--- src/rtl/core/lazy_range_add_range_sum_tree_assert.svh ---
// Assertion macros used by lrst_ctrl. Each expects clk and rst_n in scope.
`ifndef LAZY_RANGE_ADD_RANGE_SUM_TREE_ASSERT_SVH
`define LAZY_RANGE_ADD_RANGE_SUM_TREE_ASSERT_SVH

// Same-cycle implication.
`define LRST_ASSERT_NOW(label, ante, cons, msg) \
    label: assert property (@(posedge clk) disable iff (!rst_n) (ante) |-> (cons)) \
        else $error(msg);

// Next-cycle implication.
`define LRST_ASSERT_NEXT(label, ante, cons, msg) \
    label: assert property (@(posedge clk) disable iff (!rst_n) (ante) |=> (cons)) \
        else $error(msg);

`endif

--- src/rtl/core/lrst_pkg.sv ---
`timescale 1ns / 1ps
package lrst_pkg;

    localparam int LEAVES    = 1024;
    localparam int DATA_W    = 64;
    localparam int VAL_W     = 32;
    localparam int LO_W      = 10;
    localparam int HI_W      = 11;
    localparam int KIND_W    = 2;
    // Holds any position count 0..LEAVES.
    localparam int IDX_W     = $clog2(LEAVES + 1);
    // Walk index; an upward walk may step past LEAVES by up to LEAVES.
    localparam int X_W       = IDX_W + 1;
    localparam int RAM_DEPTH = LEAVES + 1;
    localparam int RAM_AW    = $clog2(RAM_DEPTH);

    localparam logic [KIND_W-1:0] REQ_SET = 2'd0;
    localparam logic [KIND_W-1:0] REQ_ADD = 2'd1;
    localparam logic [KIND_W-1:0] REQ_SUM = 2'd2;

    typedef struct packed {
        logic load;
        logic clr_step;
        logic q_start;
        logic upper;
        logic q_step;
        logic mul_en;
        logic mul_q;
        logic p_save;
        logic amt_load;
        logic u_start;
        logic u_write;
        logic res_load;
    } lrst_cmd_t;

    typedef struct packed {
        logic [KIND_W-1:0] kind;
        logic              range_ok;
        logic              x_zero;
        logic              x_last;
        logic              x_over;
        logic              hi_full;
    } lrst_stat_t;

endpackage

--- src/rtl/core/lrst_ctrl.sv ---
`timescale 1ns / 1ps
`include "lazy_range_add_range_sum_tree_assert.svh"
module lrst_ctrl (
    input  logic                 clk,
    input  logic                 rst_n,
    input  logic                 in_valid,
    output logic                 in_ready,
    output logic                 out_valid,
    input  logic                 out_ready,
    output lrst_pkg::lrst_cmd_t  cmd,
    input  lrst_pkg::lrst_stat_t stat
);
    import lrst_pkg::*;

    localparam logic [3:0] S_CLR    = 4'd0;
    localparam logic [3:0] S_IDLE   = 4'd1;
    localparam logic [3:0] S_DISP   = 4'd2;
    localparam logic [3:0] S_QSTART = 4'd3;
    localparam logic [3:0] S_QRD    = 4'd4;
    localparam logic [3:0] S_QACC   = 4'd5;
    localparam logic [3:0] S_QMUL   = 4'd6;
    localparam logic [3:0] S_QSUB   = 4'd7;
    localparam logic [3:0] S_AMT    = 4'd8;
    localparam logic [3:0] S_UMUL   = 4'd9;
    localparam logic [3:0] S_USTART = 4'd10;
    localparam logic [3:0] S_URD    = 4'd11;
    localparam logic [3:0] S_UWR    = 4'd12;
    localparam logic [3:0] S_RES    = 4'd13;

    logic [3:0] state_reg, state_next;
    logic       second_reg, second_next;
    logic       out_valid_reg, out_valid_next;

    always_comb
    begin
        state_next  = state_reg;
        second_next = second_reg;
        cmd         = '0;
        in_ready    = 1'b0;
        unique case (state_reg)
            S_CLR:
            begin
                cmd.clr_step = 1'b1;
                if (stat.x_last)
                begin
                    state_next = S_IDLE;
                end
            end
            S_IDLE:
            begin
                in_ready = 1'b1;
                if (in_valid)
                begin
                    cmd.load   = 1'b1;
                    state_next = S_DISP;
                end
            end
            S_DISP:
            begin
                second_next = 1'b0;
                unique case (stat.kind)
                    REQ_SUM: state_next = stat.range_ok ? S_QSTART : S_RES;
                    REQ_SET: state_next = stat.range_ok ? S_QSTART : S_IDLE;
                    REQ_ADD: state_next = stat.range_ok ? S_AMT : S_IDLE;
                    default: state_next = S_IDLE;
                endcase
            end
            S_QSTART:
            begin
                cmd.q_start = 1'b1;
                cmd.upper   = !second_reg;
                state_next  = S_QRD;
            end
            S_QRD:
            begin
                state_next = stat.x_zero ? S_QMUL : S_QACC;
            end
            S_QACC:
            begin
                cmd.q_step = 1'b1;
                state_next = S_QRD;
            end
            S_QMUL:
            begin
                cmd.mul_en = 1'b1;
                cmd.mul_q  = 1'b1;
                state_next = S_QSUB;
            end
            S_QSUB:
            begin
                cmd.p_save = 1'b1;
                if (!second_reg)
                begin
                    second_next = 1'b1;
                    state_next  = S_QSTART;
                end
                else
                begin
                    state_next = (stat.kind == REQ_SUM) ? S_RES : S_AMT;
                end
            end
            S_AMT:
            begin
                cmd.amt_load = 1'b1;
                second_next  = 1'b0;
                state_next   = S_UMUL;
            end
            S_UMUL:
            begin
                cmd.mul_en = 1'b1;
                cmd.upper  = second_reg;
                state_next = S_USTART;
            end
            S_USTART:
            begin
                cmd.u_start = 1'b1;
                cmd.upper   = second_reg;
                state_next  = S_URD;
            end
            S_URD:
            begin
                if (!stat.x_over)
                begin
                    state_next = S_UWR;
                end
                else if (!second_reg && !stat.hi_full)
                begin
                    second_next = 1'b1;
                    state_next  = S_UMUL;
                end
                else
                begin
                    state_next = S_IDLE;
                end
            end
            S_UWR:
            begin
                cmd.u_write = 1'b1;
                state_next  = S_URD;
            end
            S_RES:
            begin
                if (!out_valid_reg || out_ready)
                begin
                    cmd.res_load = 1'b1;
                    state_next   = S_IDLE;
                end
            end
            default:
            begin
                state_next = S_IDLE;
            end
        endcase
    end

    always_comb
    begin
        out_valid_next = out_valid_reg;
        priority if (cmd.res_load)
        begin
            out_valid_next = 1'b1;
        end
        else if (out_ready)
        begin
            out_valid_next = 1'b0;
        end
    end

    always_ff @(posedge clk or negedge rst_n)
    begin
        if (!rst_n)
        begin
            state_reg     <= S_CLR;
            second_reg    <= 1'b0;
            out_valid_reg <= 1'b0;
        end
        else
        begin
            state_reg     <= state_next;
            second_reg    <= second_next;
            out_valid_reg <= out_valid_next;
        end
    end

    assign out_valid = out_valid_reg;

    `LRST_ASSERT_NEXT(a_accept_dispatch, in_valid && in_ready, state_reg == S_DISP, "accepted beat not dispatched")
    `LRST_ASSERT_NEXT(a_res_waits, state_reg == S_RES && out_valid_reg && !out_ready, state_reg == S_RES && out_valid_reg, "result overwrote a waiting beat")
    `LRST_ASSERT_NOW(a_write_in_range, cmd.u_write, !stat.x_over && !stat.x_zero, "table write outside the stored range")
endmodule

--- config.mk ---
export PLATFORM = sky130hd
export DESIGN_NAME = lrst_ctrl
export DESIGN_NICKNAME = d
export VERILOG_FILES = /design/src/rtl/core/lrst_pkg.sv /design/src/rtl/core/lrst_ctrl.sv
export VERILOG_INCLUDE_DIRS = /design/src /design/src/rtl/core
export SDC_FILE = /design/constraint.sdc
export NUM_CORES = 1
export LEC_CHECK = 0
export ABC_AREA = 1
export BUFFER_PORTS_ARGS = -buffer_cell sky130_fd_sc_hd__buf_2
export CORE_MARGIN = 3
export CORE_UTILIZATION = 35
export DETAILED_ROUTE_END_ITERATION = 10
export SLEW_MARGIN = 20
export SYNTH_ARGS = -nofsm -noshare
export SYNTH_HDL_FRONTEND = slang
export SYNTH_SLANG_ARGS = --single-unit
--- constraint.sdc ---
create_clock -name clk -period 1.7 [get_ports clk]
set_clock_uncertainty 0.15 [all_clocks]
set_input_delay 0.425 -clock clk [delete_from_list [all_inputs] [get_ports clk]]
set_output_delay 0.425 -clock clk [all_outputs]
set_load 0.05 [all_outputs]
== Word level (Yosys, flattened, before mapping) ==
Cells that the tools add are included.
Storage, ports and cells
  input bits: 11
  word-level logic and storage cells: 72
  flip-flop bits (word level): 6
  output and inout bits: 14
Cells by class
  equality and inequality tests: 20
  multiplexer cells: 33
  reduce and logical (&&, ||, !) cells: 16
Operators with widths (number)
  $pmux W4 S12: 1
  $mux W4: 8
  $eq A4 B4 Y1 const B: 6
  $mux W1: 18
  $eq A4 B3 Y1 const B: 4
  $pmux W4 S3: 1
  $ne A2 B2 Y1 const B: 5
  $reduce_or A2 Y1: 5
  $eq A4 B2 Y1 const B: 2
  $reduce_and A3 Y1: 2
  $eq A4 B1 Y1 const B: 1
  $logic_not A4 Y1: 1
  $mux W2: 2
  $logic_not A1 Y1: 3
  $mux W3: 1
  $pmux W1 S3: 1
  $reduce_bool A3 Y1: 1
  $eq A2 B1 Y1 const B: 1
  $eq A2 B2 Y1 const B: 1
  $logic_not A2 Y1: 1
  $pmux W1 S2: 1
  $reduce_bool A2 Y1: 1
  $logic_and A1 B1 Y1: 1
  $logic_or A1 B1 Y1: 1

== Logic depth before layout (Yosys ltp) ==
  depth in word-level cells: 5
  mapped depth: 9
  mapped depth without buffers: 9

== Worst setup path before layout ==
No wires, ideal clock.
  path type: reg-to-output
  start point: register state_reg[2]
  end point: output cmd[8] (netlist bit)
  required time: 1.125 ns
  setup slack: -0.770 ns
  path buffers: 0
  cell stages (with the launch flop): 6
  arrival: 1.895 ns
  path through: dfrtp_1 > nor2_1 > nand2_1 > inv_1 > nor2_1 > a31oi_1
RTL lines
  start: declaration: line lrst_ctrl.sv:30  | logic [3:0] state_reg, state_next;
  start signal: assignment: line lrst_ctrl.sv:179  | state_reg <= state_next;
  end: declaration: line lrst_ctrl.sv:10  | output lrst_pkg::lrst_cmd_t cmd,

==> impl_metrics.json <==
{
  "status": "finished with violations",
  "violations": "setup timing",
  "io_buffers": 24,
  "cpMostUsedCell": "nor2_4",
  "syn-mean-instance-area_sq_um": 5.22,
  "drt-pass1-iter-count": 4,
  "setup_viol": 14,
  "rr_endpoint": "state_reg[0]$_DFFE_PN0P_",
  "ant_nets": 0,
  "endpoint": "cmd[8]",
  "netlist_area_sq_um": 601,
  "antenna_found_initial": 0,
  "synthCells": 115,
  "core_area_sq_um": 1560,
  "peakVddDrop_mv": 1.01,
  "syn_to_final_growth_pct": 82.5,
  "routed-via-count": 855,
  "synth_area_leaders": "nand2_1 (26%), dfrtp_1 (25%), inv_1 (14%), nor2_1 (14%), o21ai_0 (5.8%)",
  "slew_viol_final": 0,
  "hp-class": "primary input to flop",
  "rows": 14,
  "required_ns": 1.12,
  "slowest_delay_ns": 0.46,
  "clock-sinks": 6,
  "total_power_w": 0.00194,
  "htree_levels": 1,
  "post-route-cell-area_sq_um": 1100,
  "synth-main-ff-cell": "dfrtp_1",
  "path_class": "flop to output pin",
  "rsz0062_at_grt": "true",
  "fin_crit_sh": 1.14,
  "grt_pass1_vias": 731,
  "synth_area_leader_cell": "nand2_1",
  "grt_start_max_net_pins": 7,
  "wl_per_cell_um": 11.2,
  "clk_latency_ns": 0.24,
  "r2r-start": "state_reg[1]$_DFFE_PN0P_",
  "cap_violations": 0,
  "die_area_sq_um": 2250,
  "crit_chain": "nor2_4 > nand2_2 > clkinvlp_4 > nor2_4 > a31oi_4 > buf_6",
  "hold_violations": 0,
  "cp-end-kind": "output pin",
  "worst_pin_slew_ns": 0.312,
  "synth_edf_count": 0,
  "die_w_um": 47.4,
  "cp.arrival_ns": 1.37,
  "startpoint": "state_reg[2]$_DFFE_PN0P_",
  "worst-path-buf-inv": 2,
  "synth_cell_type_count": 14,
  "crit_cells": 6,
  "reg2reg_slack_ns": -0.14,
  "fin_util": 0.703,
  "crit_fanout": 5,
  "dieHeight_um": 47.4,
  "clock_path_buffers": 2,
  "setup_slack_ns": -0.241,
  "post-synth-top-count-cell": "nand2_1",
  "start_util": 0.385,
  "p_leak_nw": 0.641,
  "vias_per_cell": 4.75,
  "slew_headroom": 0.792,
  "critPathTopFamily": "flip-flops",
  "totalWireLength_um": 2020,
  "largest_reg_flops": 4,
  "synthTopCellsByCount": "nand2_1 (42), inv_1 (22), nor2_1 (22), o21ai_0 (7)",
  "hpwl_um": 1550,
  "hold_slack_ns": 0.244,
  "grt_pass1_wl_um": 2950,
  "dpl-instance-area_sq_um": 887,
  "ys_warn_count": 0,
  "grt-ovfl-total": 0,
  "critical_path.slowest_cell": "dfrtp_2",
  "yosysSeqAreaShare": 0.250,
  "reg2reg_depth": 14,
  "place_congestion": 0.870,
  "drive_gt1_frac": 0.482,
  "grt.total_usage": 0.182,
  "cts.clk_slew.worst_paths_ns": 0.05,
  "cts_tree": "yes",
  "yosysTopAreaCellShare": 0.262,
  "drt_iter0_markers": 16,
  "synth_nets": 126,
  "cts_buffers": 3,
  "cts-root-buf": "clkbuf_4",
  "ys_ff_latch": 6,
  "crit_path_start_kind": "flop",
  "fin_nets": 177,
  "period_needed_ns": 1.94,
  "synthArstFlopShare": 1.00,
  "power_density_nw_per_um2": 1770,
  "boundaryPins": 25,
  "num_antenna_cells": 0,
  "clock.fmax_mhz": 515,
  "drc": 0
}
## cells in the final DEF (no fill, tap or decap), types with 4 or more instances in the layout
cell / instances
nor2_1: 11
nand2_1: 36
inv_1: 18
dfrtp_2: 4
o21ai_0: 7
buf_4: 21
buf_2: 12
nor2_2: 9
buf_6: 13
nand3_1: 6
nor2_4: 4
nand2_2: 6
## power breakdown
group	leakage (nW)	switching [W]	internal, W
logic	0.555	0.000854	0.000647
clock network	0.0138	0.0000511	0.0000799
registers	0.0726	0.000105	0.000204
## cell families after synthesis
group,after synthesis,share of synthesized area
and+or+nand+nor,75,0.500
AOI/OAI and AO/OA,11,0.100
buffers and inverters,23,0.150
DFF,6,0.250
## area by class of cell
| class | count | area [sq um] |
|---|---|---|
| fill | 143 | 463 |
| multi-input combinational | 86 | 438 |
| timing repair buffer | 47 | 374 |
| sequential | 6 | 155 |
| inverter | 22 | 86.3 |
| clock buffer | 3 | 22.5 |
| tap | 16 | 20.0 |
## per-layer routing
metal / vias up / wire, um / global-route usage
met5: - / 0 / 0
met4: 0 / 10 / 0.0442
met3: 2 / 111 / 0.0150
met1: 385 / 866 / 0.240
li1: 442 / - / -
met2: 26 / 1030 / 0.318
## through the flow
step	cells	setup TNS, ns	setup slack [ns]
final	180	-2.42	-0.241
after global routing	180	-3.38	-0.299
after CTS	180	-2.15	-0.226
after detailed placement	170	-0.144	-0.0855
after global placement	170	-0.0668	-0.0610
after floorplan	115	-0.169	-0.169
## worst min-delay path by stage
stage,from,end,slack [ns],cells past startpoint
after floorplan,rst_n,out_valid$_DFFE_PN0P_,-0.02,0
after global placement,rst_n,state_reg[1]$_DFFE_PN0P_,0.10,1
after detailed placement,rst_n,state_reg[1]$_DFFE_PN0P_,0.11,1
after CTS,out_ready,out_valid$_DFFE_PN0P_,0.24,2
after global routing,out_ready,out_valid$_DFFE_PN0P_,0.27,2
final,out_ready,out_valid$_DFFE_PN0P_,0.24,2
## what timing repair did
| action | 4_1_cts | 5_1_grt |
|---|---|---|
| setup buffers | 6 | 0 |
| pin swaps | 1 | 3 |
| gates resized for setup | 38 | 9 |
| hold endpoints to repair | 6 | 0 |
| endpoints found under the setup margin | 13 | 15 |
| hold buffers | 1 | 0 |
No activity file was read; power rests on OpenSTA's default activity.
